<file path="config.mk">
export PLATFORM = sky130hd
export DESIGN_NAME = byte_ring_buffer
export DESIGN_NICKNAME = d
export VERILOG_FILES = /design/src/brb_pkg.sv /design/src/brb_lane.sv /design/src/brb_merge.sv /design/src/byte_ring_buffer.sv
export SDC_FILE = /design/constraint.sdc
export NUM_CORES = 2
export LEC_CHECK = 0
export BUFFER_PORTS_ARGS = -buffer_cell sky130_fd_sc_hd__buf_4
export CAP_MARGIN = 20
export CORE_ASPECT_RATIO = 1.25
export CORE_MARGIN = 2
export CORE_UTILIZATION = 65
export DETAILED_ROUTE_END_ITERATION = 7
export HOLD_SLACK_MARGIN = 0.1
export PLACE_DENSITY = 0.82
export SYNTH_ARGS = -nofsm -noshare
export SYNTH_HDL_FRONTEND = slang
export SYNTH_SLANG_ARGS = --single-unit
</file>
<file path="constraint.sdc">
create_clock -name clk -period 12.7 [get_ports clk]
set_clock_uncertainty 0.15 [all_clocks]
set_input_delay 2.54 -clock clk [delete_from_list [all_inputs] [get_ports clk]]
set_output_delay 2.54 -clock clk [all_outputs]
set_load 0.01 [all_outputs]
</file>
<file path="src/brb_pkg.sv">
package brb_pkg;

  localparam int CNT_W  = 9;
  localparam int DATA_W = 32;
  localparam int BYTE_W = 8;
  localparam int LANES  = 4;
  localparam int STEP_W = 2;

  localparam logic [BYTE_W-1:0] BYTE_MASK = 8'hFF;

  typedef enum logic [2:0] {
    ACT_CLEAR   = 3'd0,
    ACT_WRITE8  = 3'd1,
    ACT_WRITE16 = 3'd2,
    ACT_WRITE32 = 3'd3,
    ACT_OVWR8   = 3'd4,
    ACT_READ8   = 3'd5,
    ACT_READ16  = 3'd6,
    ACT_READ32  = 3'd7
  } action_t;

  typedef enum logic [1:0] {
    ST_IDLE,
    ST_RUN,
    ST_DONE
  } state_t;

  // Outcome of one item, as combined from the lane decisions
  typedef struct packed {
    logic [2:0]       taken;
    logic             under;
    logic [CNT_W-1:0] count;
    logic             full;
    logic             empty;
  } merge_t;

endpackage

</file>
<file path="src/brb_lane.sv">
module brb_lane #(
  parameter int AW   = 8,
  parameter int LANE = 0
) (
  input  logic                     is_read,
  input  logic [AW-1:0]            oldest,
  input  logic [brb_pkg::CNT_W-1:0] count,
  input  logic [brb_pkg::CNT_W-1:0] len,
  output logic                     valid,
  output logic [AW-1:0]            addr
);
  import brb_pkg::*;

  localparam logic [CNT_W:0] LANE_W = (CNT_W+1)'(LANE);

  logic [CNT_W:0] oldest_x;
  logic [CNT_W:0] len_x;
  logic [CNT_W:0] sum;
  logic [CNT_W:0] wrapped;

  // Reads walk from the oldest byte; writes start past the held bytes.
  always_comb begin
    oldest_x = (CNT_W+1)'(oldest);
    len_x    = {1'b0, len};
    if (is_read) begin
      valid = ({1'b0, count} > LANE_W);
      sum   = oldest_x + LANE_W;
    end else begin
      valid = (({1'b0, count} + LANE_W) < len_x);
      sum   = oldest_x + {1'b0, count} + LANE_W;
    end
    // a valid lane never passes twice the length, so one subtract wraps it
    wrapped = (sum >= len_x) ? (sum - len_x) : sum;
    addr    = wrapped[AW-1:0];
  end

endmodule

</file>
<file path="src/brb_merge.sv">
module brb_merge #(
  parameter int AW = 8
) (
  input  logic [2:0]                action,
  input  logic [brb_pkg::LANES-1:0] lane_valid,
  input  logic [AW-1:0]             oldest,
  input  logic [brb_pkg::CNT_W-1:0] count,
  input  logic [brb_pkg::CNT_W-1:0] len,
  output brb_pkg::merge_t           res,
  output logic [AW-1:0]             oldest_new
);
  import brb_pkg::*;

  action_t          act;
  logic [LANES-1:0] used;
  logic [LANES-1:0] hit;
  logic [2:0]       got;
  logic             ow_full;
  logic [2:0]       adv;
  logic [CNT_W:0]   sum;
  logic [CNT_W:0]   wrapped;

  always_comb begin
    act = action_t'(action);
    unique case (act)
      ACT_WRITE8, ACT_OVWR8, ACT_READ8: used = 4'b0001;
      ACT_WRITE16, ACT_READ16:          used = 4'b0011;
      ACT_WRITE32, ACT_READ32:          used = 4'b1111;
      default:                          used = 4'b0000;
    endcase
    hit     = lane_valid & used;
    got     = 3'(hit[0]) + 3'(hit[1]) + 3'(hit[2]) + 3'(hit[3]);
    ow_full = (act == ACT_OVWR8) && !lane_valid[0];

    res.taken = 3'd0;
    res.under = 1'b0;
    res.count = count;
    adv       = 3'd0;
    case (act)
      ACT_CLEAR: begin
        res.count = '0;
      end
      ACT_WRITE8, ACT_WRITE16, ACT_WRITE32: begin
        res.taken = got;
        res.count = count + CNT_W'(got);
      end
      ACT_OVWR8: begin
        res.taken = 3'd1;
        if (ow_full) begin
          adv = 3'd1;
        end else begin
          res.count = count + CNT_W'(1);
        end
      end
      default: begin
        res.under = (hit != used);
        res.count = count - CNT_W'(got);
        adv       = got;
      end
    endcase

    sum     = (CNT_W+1)'(oldest) + (CNT_W+1)'(adv);
    wrapped = (sum >= {1'b0, len}) ? (sum - {1'b0, len}) : sum;
    oldest_new = (act == ACT_CLEAR) ? '0 : wrapped[AW-1:0];

    res.full  = (res.count == len);
    res.empty = (res.count == '0);
  end

endmodule

</file>
<file path="src/byte_ring_buffer.sv">
// Byte FIFO ring over a run-time length of 1 to min(DEPTH, 256) slots.
// Input channel (in_valid/in_ready): one action plus 32 data bits per
// transfer; actions are clear, write 8/16/32, overwrite 8, read 8/16/32.
// Multi-byte values enter and leave low byte first. Output channel
// (out_valid/out_ready): exactly one result per input transfer, carrying
// read data, bytes taken, underflow, fill level and full/empty flags.
// Configuration: cfg_we with cfg_data sets the length in use and empties
// the ring; write it only while no item is in flight.
// Timing: four lanes work out, in parallel, the slot and the take/drop
// decision of each byte; the single byte-wide memory port then moves one
// byte a cycle. An item is taken in the idle state, moves its bytes in the
// run state (clear skips it), and loads its result in the final step; the
// next input transfer waits until the item is back in the idle state.
// A result waiting in the output register does not stop the next input
// transfer; only a second finished result waits in the final step until
// the receiver takes the first.
// Reset (synchronous, rst_n low): ring empty, length 256 (capped at DEPTH),
// output empty. Store contents are not cleared; only written bytes are read.
module byte_ring_buffer #(
  parameter int DEPTH = 256
) (
  input  logic        clk,
  input  logic        rst_n,
  input  logic        in_valid,
  output logic        in_ready,
  input  logic [2:0]  in_action,
  input  logic [31:0] in_data,
  output logic        out_valid,
  input  logic        out_ready,
  output logic [31:0] out_read_value,
  output logic [2:0]  out_bytes_taken,
  output logic        out_underflow,
  output logic [8:0]  out_fill_level,
  output logic        out_is_full,
  output logic        out_is_empty,
  input  logic        cfg_we,
  input  logic [8:0]  cfg_data
);
  import brb_pkg::*;

  localparam int LEN_CAP = (DEPTH < 256) ? DEPTH : 256;
  localparam int AW      = $clog2(LEN_CAP);
  localparam logic [CNT_W-1:0] CAP_L = CNT_W'(LEN_CAP);

  // ring state
  logic [CNT_W-1:0]  len_r;
  logic [AW-1:0]     oldest_r;
  logic [CNT_W-1:0]  count_r;
  logic [BYTE_W-1:0] mem [LEN_CAP];

  // item in flight
  state_t            state_r, state_nxt;
  action_t           action_r;
  logic [DATA_W-1:0] data_r;
  logic [STEP_W-1:0] step_r;
  logic [STEP_W-1:0] last_step;
  logic              is_read;
  logic [DATA_W-1:0] value_r;
  logic [DATA_W-1:0] value_merged;
  logic [BYTE_W-1:0] rd_data_r;
  logic              cap_v_r;
  logic [STEP_W-1:0] cap_lane_r;

  // lanes
  logic [LANES-1:0]  lane_valid;
  logic [AW-1:0]     lane_addr [LANES];
  logic              sel_valid;
  logic [AW-1:0]     sel_addr;
  merge_t            mres;
  logic [AW-1:0]     oldest_new;

  // control
  logic accept;
  logic mem_we;
  logic mem_re;
  logic load_out;
  logic [CNT_W-1:0] cfg_len;

  // output register
  logic              out_valid_r;
  logic [DATA_W-1:0] out_value_r;
  merge_t            out_res_r;

  assign is_read = (action_r == ACT_READ8) || (action_r == ACT_READ16) ||
                   (action_r == ACT_READ32);

  always_comb begin
    case (action_r)
      ACT_WRITE16, ACT_READ16: last_step = STEP_W'(1);
      ACT_WRITE32, ACT_READ32: last_step = STEP_W'(3);
      default:                 last_step = '0;
    endcase
  end

  for (genvar k = 0; k < LANES; k++) begin : g_lane
    brb_lane #(.AW(AW), .LANE(k)) u_lane (
      .is_read (is_read),
      .oldest  (oldest_r),
      .count   (count_r),
      .len     (len_r),
      .valid   (lane_valid[k]),
      .addr    (lane_addr[k])
    );
  end

  brb_merge #(.AW(AW)) u_merge (
    .action     (action_r),
    .lane_valid (lane_valid),
    .oldest     (oldest_r),
    .count      (count_r),
    .len        (len_r),
    .res        (mres),
    .oldest_new (oldest_new)
  );

  assign sel_valid = lane_valid[step_r];
  assign sel_addr  = lane_addr[step_r];

  // next state
  always_comb begin
    state_nxt = state_r;
    unique case (state_r)
      ST_IDLE: begin
        if (in_valid) begin
          state_nxt = (action_t'(in_action) == ACT_CLEAR) ? ST_DONE : ST_RUN;
        end
      end
      ST_RUN: begin
        if (step_r == last_step) begin
          state_nxt = ST_DONE;
        end
      end
      ST_DONE: begin
        if (!out_valid_r || out_ready) begin
          state_nxt = ST_IDLE;
        end
      end
      default: state_nxt = ST_IDLE;
    endcase
  end

  // state outputs
  always_comb begin
    in_ready = 1'b0;
    mem_we   = 1'b0;
    mem_re   = 1'b0;
    load_out = 1'b0;
    unique case (state_r)
      ST_IDLE: in_ready = 1'b1;
      ST_RUN: begin
        // overwrite on a full ring still stores, at the oldest slot
        mem_we = !is_read &&
                 (sel_valid || (action_r == ACT_OVWR8 && step_r == '0));
        mem_re = is_read && sel_valid;
      end
      ST_DONE: load_out = !out_valid_r || out_ready;
      default: ;
    endcase
  end

  assign accept = in_valid && in_ready;

  // fold a byte that arrived from the memory into its lane's place
  assign value_merged = cap_v_r
      ? (value_r | (DATA_W'(rd_data_r) << {cap_lane_r, 3'b000}))
      : value_r;

  assign cfg_len = (cfg_data == '0) ? CNT_W'(1) :
                   (cfg_data > CAP_L) ? CAP_L : cfg_data;

  always_ff @(posedge clk) begin
    if (!rst_n) begin
      state_r  <= ST_IDLE;
      len_r    <= CAP_L;
      oldest_r <= '0;
      count_r  <= '0;
      step_r   <= '0;
      cap_v_r  <= 1'b0;
    end else begin
      state_r <= state_nxt;
      cap_v_r <= mem_re;
      if (cfg_we) begin
        // a new length also empties the ring
        len_r    <= cfg_len;
        oldest_r <= '0;
        count_r  <= '0;
      end else if (load_out) begin
        oldest_r <= oldest_new;
        count_r  <= mres.count;
      end
      if (accept) begin
        step_r <= '0;
      end else if (state_r == ST_RUN) begin
        step_r <= step_r + STEP_W'(1);
      end
    end
  end

  // item payload; hold while in flight
  always_ff @(posedge clk) begin
    if (accept) begin
      action_r <= action_t'(in_action);
      data_r   <= in_data;
      value_r  <= '0;
    end else begin
      value_r  <= value_merged;
    end
    cap_lane_r <= step_r;
  end

  // byte store, one port, read data registered
  always_ff @(posedge clk) begin
    if (mem_we) begin
      mem[sel_addr] <= data_r[{step_r, 3'b000} +: BYTE_W] & BYTE_MASK;
    end
    if (mem_re) begin
      rd_data_r <= mem[sel_addr];
    end
  end

  // output register: load on the final step, drop on transfer
  always_ff @(posedge clk) begin
    if (!rst_n) begin
      out_valid_r <= 1'b0;
    end else if (load_out) begin
      out_valid_r <= 1'b1;
    end else if (out_ready) begin
      out_valid_r <= 1'b0;
    end
  end

  always_ff @(posedge clk) begin
    if (load_out) begin
      out_value_r <= value_merged;
      out_res_r   <= mres;
    end
  end

  assign out_valid       = out_valid_r;
  assign out_read_value  = out_value_r;
  assign out_bytes_taken = out_res_r.taken;
  assign out_underflow   = out_res_r.under;
  assign out_fill_level  = out_res_r.count;
  assign out_is_full     = out_res_r.full;
  assign out_is_empty    = out_res_r.empty;

endmodule

</file>
# --- Yosys cells after proc, flatten, opt, wreduce, memory -nomap -nowiden ---
# Memories as Yosys holds them, arrays and structs flattened. A register that Yosys moved wholly into a read port is not among the register bits.
# Index checks and enable logic that the tools add are counted.
op_classes:
  n_addsub: 23
  n_eq_ne: 15
  n_mux: 42
  n_shift: 2
  bitwise_logic: 4
  magnitude_cmp: 16
  n_reduce_logical: 28
op_table:
  columns: ["cell", "count"]
  rows:
  - ["$mux 8", 8]
  - ["$ge 10x9->1", 4]
  - ["$mux 10", 4]
  - ["$sub 8x8->8", 5]
  - ["$mux 32", 1]
  - ["$or 32x32->32", 1]
  - ["$shiftx 32x6->8", 1]
  - ["$shl 8x5->32", 1]
  - ["$lt 10x9->1", 3]
  - ["$mux 9", 3]
  - ["$pmux 9 s3", 1]
  - ["$add 10x2->10 const B", 2]
  - ["$add 9x2->10 const B", 2]
  - ["$add 8x2->9 const B", 2]
  - ["$gt 9x1->1 const B", 2]
  - ["$gt 9x2->1 const B", 2]
  - ["$logic_not 9->1", 2]
  - ["$bmux 8 s2", 1]
  - ["$mux 1", 14]
  - ["$eq 3x3->1 const B", 4]
  - ["$pmux 3 s2", 2]
  - ["$pmux 4 s3", 1]
  - ["$add 10x1->10 const B", 1]
  - ["$add 8x9->10", 1]
  - ["other kinds (40)", 62]
totals:
  mem_bits_rw: 2048
  in_bits: 49
  regBits: 148
  n_memories: 1
mem_list:
  columns: ["memory", "words", "width", "rd", "rd_clocked_by_memory_dff", "wr", "line_no", "text"]
  rows:
  - ["mem", 256, 8, 1, 1, 1, "byte_ring_buffer.sv:49", "logic [BYTE_W-1:0] mem [LEN_CAP];"]

# --- Longest topological paths before layout ---
logic_depth:
  depth_word: 13
  ltp_mapped: 35

# --- Cells and area by module ---
# From an unflattened synthesis, not the netlist that was laid out.
hier_totals:
  cells_unflattened: 6121
  hier_area_um2: 94341.7
by_module_without_submodules:
  columns: ["module", "seq_area_each_um2", "cells_per_inst", "n_inst", "area_each_um2"]
  rows:
  - ["byte_ring_buffer", 65522.8, 5178, 1, 87223.7]
  - ["brb_merge", 0.0, 250, 1, 1796.7]
  - ["brb_lane (g_lane[3].u_lane)", 0.0, 192, 1, 1435.1]
  - ["brb_lane (g_lane[2].u_lane)", 0.0, 181, 1, 1398.8]
  - ["brb_lane (g_lane[1].u_lane)", 0.0, 183, 1, 1352.5]
  - ["brb_lane (g_lane[0].u_lane)", 0.0, 137, 1, 1134.8]

# --- Least setup slack after synthesis ---
# OpenSTA, ideal clock, no wires.
synth_path:
  path_kind: "register to register"
  startpoint: "reg len_r[1]"
  endpoint: "reg oldest_r[1]"
  path_slack_ns: 5.157
  t_arrival_ns: 7.265
  synth_period_minus_slack_ns: 7.543
  path_stages_with_launch: 29
  setup_ns: 0.128
  required_time_ns: 12.422
  cell_sequence: "dfxtp_1 -> inv_1 -> ha_1 -> o21bai_1 -> a21o_1 -> a21o_1 -> a21o_1 -> a21o_1 -> a2111oi_0 -> o31ai_1 -> nor2_1 -> ha_1 -> fa_1 -> o211a_1 -> ha_1 -> fa_1 -> ha_1 -> a21o_1 -> a21o_1 -> a21o_1 -> a21o_1 -> a21o_1 -> a21o_1 -> a211o_1 -> a21o_1 -> clkbuf_1 -> mux2_2 -> a22oi_1 -> nor2_1"
synth_between:
  elab_chain_len: 11
synth_lines:
  columns: ["element", "line_no", "text"]
  rows:
  - ["start: declaration", "byte_ring_buffer.sv:46", "logic [CNT_W-1:0] len_r;"]
  - ["start signal: assignment", "byte_ring_buffer.sv:184", "len_r <= cfg_len;"]
  - ["$lt 10x9->1 / $lt 9x9->1 (equally long branches)", "brb_lane.sv:29", "valid = (({1'b0, count} + LANE_W) < len_x);"]
  - ["$mux 1", "brb_lane.sv:25", "if (is_read) begin"]
  - ["$and 4x4->4", "brb_merge.sv:31", "hit = lane_valid & used;"]
  - ["$add 1x1->2", "brb_merge.sv:32", "got = 3'(hit[0]) + 3'(hit[1]) + 3'(hit[2]) + 3'(hit[3]);"]
  - ["$add 3x1->3 (2 in a row)", "brb_merge.sv:32", null]
  - ["$pmux 3 s2", "brb_merge.sv:39", "case (act)"]
  - ["$add 8x3->9", "brb_merge.sv:62", "sum = (CNT_W+1)'(oldest) + (CNT_W+1)'(adv);"]
  - ["$sub 8x8->8 / $ge 9x9->1 (equally long branches)", "brb_merge.sv:63", "wrapped = (sum >= {1'b0, len}) ? (sum - {1'b0, len}) : sum;"]
  - ["$mux 8 (*)", "brb_merge.sv:63", null]
  - ["$mux 8 (*)", "brb_merge.sv:64", "oldest_new = (act == ACT_CLEAR) ? '0 : wrapped[AW-1:0];"]
  - ["end signal: assignment", "byte_ring_buffer.sv:188", "oldest_r <= oldest_new;"]
  - ["end: declaration", "byte_ring_buffer.sv:47", "logic [AW-1:0] oldest_r;"]
# Mark *: on every way between the ends. The rest lies on a longest branch, timed or not.
# A chain may end at the register's enable or synchronous reset.

# --- Final worst setup path ---
layout_path:
  startpoint: "reg count_r[1]"
  endpoint: "reg rd_data_r[7] (read register of mem) (data pin)"
layout_between:
  elab_chain_len: 8
layout_lines:
  columns: ["element", "line_no", "text"]
  rows:
  - ["start: declaration", "byte_ring_buffer.sv:48", "logic [CNT_W-1:0] count_r;"]
  - ["start signal: assignment", "byte_ring_buffer.sv:189", "count_r <= mres.count;"]
  - ["$add 8x9->10", "brb_lane.sv:30", "sum = oldest_x + {1'b0, count} + LANE_W;"]
  - ["$add 10x2->10 / $add 10x1->10 (equally long branches)", "brb_lane.sv:30", null]
  - ["$mux 10", "brb_lane.sv:25", null]
  - ["$sub 8x8->8 / $ge 10x9->1 (equally long branches)", "brb_lane.sv:33", "wrapped = (sum >= len_x) ? (sum - len_x) : sum;"]
  - ["$mux 8", "brb_lane.sv:33", null]
  - ["$bmux 8 s2", "byte_ring_buffer.sv:117", "assign sel_addr = lane_addr[step_r];"]
  - ["$mux 8 (not written as such) (2 in a row)", "byte_ring_buffer.sv:117", null]
  - ["end: declaration", "byte_ring_buffer.sv:60", "logic [BYTE_W-1:0] rd_data_r;"]
# Parallel ways exist; a longest one is shown, timed or not. The select of a mux whose other input is x is not followed.

==> metrics.md <==
| Metric | Value |
|---|---|
| Core area | between 100000 and 150000 um^2 |
| Die height | 426 um |
| Syn_nets | about 7000 |
| Largest family of logic cells by synthesized area | simple AND/OR/NAND/NOR gates |
| Number of global-route vias before repair | a little under 60000 |
| LEAKAGE | 36.1 nW |
| GRT Overall Usage | 35.7% |
| Clock buffer depth | 3 |
| Worst Slack Setup Final | 2.16 ns |
| Num Clock Sinks | 2204 |
| Cts repair resizes | 0 |
| Final nets | just under 7000 |
| Die ar. | 145000 um^2 |
| Io pins | 98 |
| Clk_lat worst skew | ~0.86 ns |
| Worst Hold Slack | roughly 0.36 ns |
| Cell Area, Synth | 92400 um^2 |
| Layout cells sized above 1 | 8.58% |
| Pin count of the biggest net entering global routing | 224 |
| Relative max-transition margin | 9.17% |
| Placed inst area | 94900 um^2 |
| CP Launch Type | flop |
| Status | completed |
| Post-synthesis mux area share | under 10% |
| TritonCTS clock tree | yes |
| Total global routing overflow | 0 |
| Slowest-stage cell, CP | o21ai_0 |
| Fillers | ~8600 |
| H-tree depth | 4 |
| Placed wire-length estimate | between 150000 and 200000 um |
| YS warnings | 0 |
| Register area share after synthesis | 70.9% |
| # setup viols final | 0 |
| Post-place setup slack | 2.63 ns |
| Crit Path Max Fanout | 39 |
| Final std cells w/o fill | 8736 |
| Async SR Flop Fraction | 0% |
| WS Path Type | flop to flop |
| Max-Cap Viols | 0 |
| Number of synthesized register bits | 2204 |
| Final Hold Viols | 0 |
| Commonest non-fill, non-tap cell in the layout | edfxtp_1 |
| Avg Cell Area, Syn | 13.8 um^2 |
| Most frequent cells in the layout | 2138 x edfxtp_1, 1070 x nand2_1, 462 x mux2i_1, 457 x a21oi_1, 406 x nor2_1 |
| Xor and xnor fraction of the mapped netlist area | under 10% |
| Port bufs | 97 |
| GP Congestion | 0.974 |
| Initial antenna violation count | 9 |
| Setup TNS | 0 ns |
| First drt pass iteration count | 6 |
| First-pass GRT wire length | 381000 um |
| Detail Route Antenna Nets | 0 |
| Fmax | around 95 MHz |
| Syn Inst Count | 6705 |
| RSZ-0062 raised after global routing | no |
| Slew Limit Fails | 0 |
| Routed len/inst | 30.0 um |
| Fin area | 101000 um^2 |
| 1st-iter DRT viols | 9690 |
| Vias per cell | 6.92 |
| Cell variety after synth | 91 |
| Worst-margin pin slew | 1.36 ns |
| Post CTS Setup Buffer Count | 0 |
| Initial core utilization | 65.5% |
| CTS clk-pin slew, worst paths | 0.07 ns |
| Synth Area in Adders | under 10% |
| Drt drc | 0 |
| CP top delay family | compound AO/OA/AOI/OAI gates |
| VDD IR max | 0.203 mV |
| Tcrit/Tclk final | 83.0% |
| Arr. time, crit path | approximately 11 ns |
| Most used DFF post-synth | edfxtp_1 |
| Total wire length | 262000 um |
| Number of flops mapped to enable cells by yosys | 2138 |
| Root Buffer | clkbuf_16 |
| Number of CTS-inserted buffers | slightly below 200 |
| Cell Rows | 154 |
| Min-Delay Path Class | flop to flop |
| CP Buf/Inv Count | 2 |
| Hold_buf cts | 0 |
| Vias | 60500 |
| Fin crit period | 10.54 ns |
| Crit path largest cell delay | roughly 1.0 ns |
| Cells after DPL | around 8400 |
| Power per cell area | 163 nW/um^2 |
| Post-synthesis simple-gate area fraction | 9.30% |
| Die width | 341 um |
| Worst path required time | 13.10 ns |
| CP endpoint kind | flop |
| Worst path cell trace | inv_1, fa_1, nand2b_2, o2bb2ai_1, xnor2_1, nand3_1, xnor2_1, a21oi_1, ha_1, and3_1, o31ai_1, a32o_1, and3_1, a31o_2, a221oi_1, o211a_4, nor2_1, nand2_1, buf_4, o221ai_1, nor4_1, o22ai_1, o21ai_0, nand4_1 |
| Syn-to-layout area delta | 9.62% |
| Post-synthesis compound-gate area fraction | a little under a tenth |
-- where the power goes --
part           switching (W)  internal (W)
clock                0.00265       0.00326
sequential         0.0000210       0.00817
combinational        0.00171      0.000673
-- synthesized netlist by cell type (19+ instances only) --
master / n / area share, %
a21o_1: 99 / 0.80
a21oi_1: 457 / 2.5
nand2b_1: 19 / 0.13
nor3_1: 71 / 0.38
clkbuf_1: 185 / 0.75
o221ai_1: 33 / 0.31
nand2_1: 1071 / 4.3
dfxtp_1: 66 / 1.4
o21a_1: 28 / 0.23
buf_1: 64 / 0.26
buf_2: 156 / 0.84
edfxtp_1: 2138 / 69
mux4_2: 22 / 0.54
nand4_1: 26 / 0.18
a32oi_1: 19 / 0.18
a31oi_1: 36 / 0.24
nor2_1: 408 / 1.7
a221oi_1: 44 / 0.42
o22ai_1: 240 / 1.6
mux2i_1: 462 / 5.0
a21boi_0: 36 / 0.29
inv_1: 54 / 0.22
xor2_1: 46 / 0.44
a22oi_1: 31 / 0.25
and3_1: 36 / 0.24
nand3_1: 215 / 1.2
nor4_1: 74 / 0.50
ha_1: 118 / 1.6
xnor2_1: 55 / 0.52
o21ai_0: 70 / 0.38
a211oi_1: 26 / 0.21
-- routing by layer --
metal / up-vias / GRT usage [%] / part of all wire (%) / routed length, um
li1: 25400 / - / - / -
met5: - / 0.0992 / 0.044 / 116
met4: 16 / 23.1 / 7.6 / 19800
met1: 29300 / 44.5 / 33 / 85700
met2: 4684 / 56.3 / 47 / 123000
met3: 1052 / 8.92 / 13 / 33500
-- worst reg2reg max path: stages (launching register included) --
cell,delay [ns]
dfxtp_1,0.59
inv_1,0.31
fa_1,0.55
nand2b_2,0.27
o2bb2ai_1,0.23
xnor2_1,0.83
nand3_1,0.57
xnor2_1,0.42
a21oi_1,0.12
ha_1,0.40
and3_1,0.20
o31ai_1,0.08
a32o_1,0.30
and3_1,0.31
a31o_2,0.28
a221oi_1,0.39
o211a_4,0.71
nor2_1,0.37
nand2_1,0.82
buf_4,0.37
o221ai_1,0.19
nor4_1,0.44
o22ai_1,0.13
o21ai_0,1.03
nand4_1,0.18
-- through the flow --
stage / power (W) / utilization (%)
CTS: 0.0164 / 71.8
global route: 0.0168 / 71.8
detailed placement: 0.0106 / 67.3
global placement: 0.0106 / 67.3
floorplan: 0.00982 / -
finish: 0.0165 / 71.8
-- area by class of cell --
type / instances / area [um^2] / share of cell area [%]
flip-flops and latches: 2204 / 65500 / 64.7
multi-input cells: 4026 / 25100 / 24.7
clock buffers: 235 / 5090 / 5.02
well taps: 1872 / 2340 / 2.31
repair buffers: 218 / 1850 / 1.82
clock inverters: 121 / 1240 / 1.22
inverters: 57 / 214 / 0.211
diodes: 3 / 7.51 / 0.00741
-- path summary, 6_finish.rpt --
kind	slack [ns]	depth (start not counted)	start	to
max	2.16	24	count_r[1]	rd_data_r[7]
min	0.36	1	value_r[7]	out_read_value[7]
max reg2reg	2.16	24	count_r[1]	rd_data_r[7]
min reg2reg	0.36	1	value_r[7]	out_read_value[7]
-- registers in the layout, indices dropped and copies added (netlist names), 2 cells and up --
| signal | count |
|---|---|
| count_r | 9 |
| value_r | 32 |
| mem | 2048 |
| len_r | 9 |
| out_fill_level | 9 |
| out_bytes_taken | 3 |
| action_r | 3 |
| step_r | 2 |
| data_r | 32 |
| rd_data_r | 8 |
| state_r | 2 |
| cap_lane_r | 2 |
| oldest_r | 8 |
| out_read_value | 32 |
-- cell families after synthesis --
kind of cell / after synthesis
flip-flops: 2204
AND/OR/NAND/NOR: 2010
AO/OA/AOI/OAI: 1288
multiplexers: 496
buffers and inverters: 475
adder cells (fa/ha/maj): 127
XOR/XNOR: 105
Power figures use the tool's default switching activity.
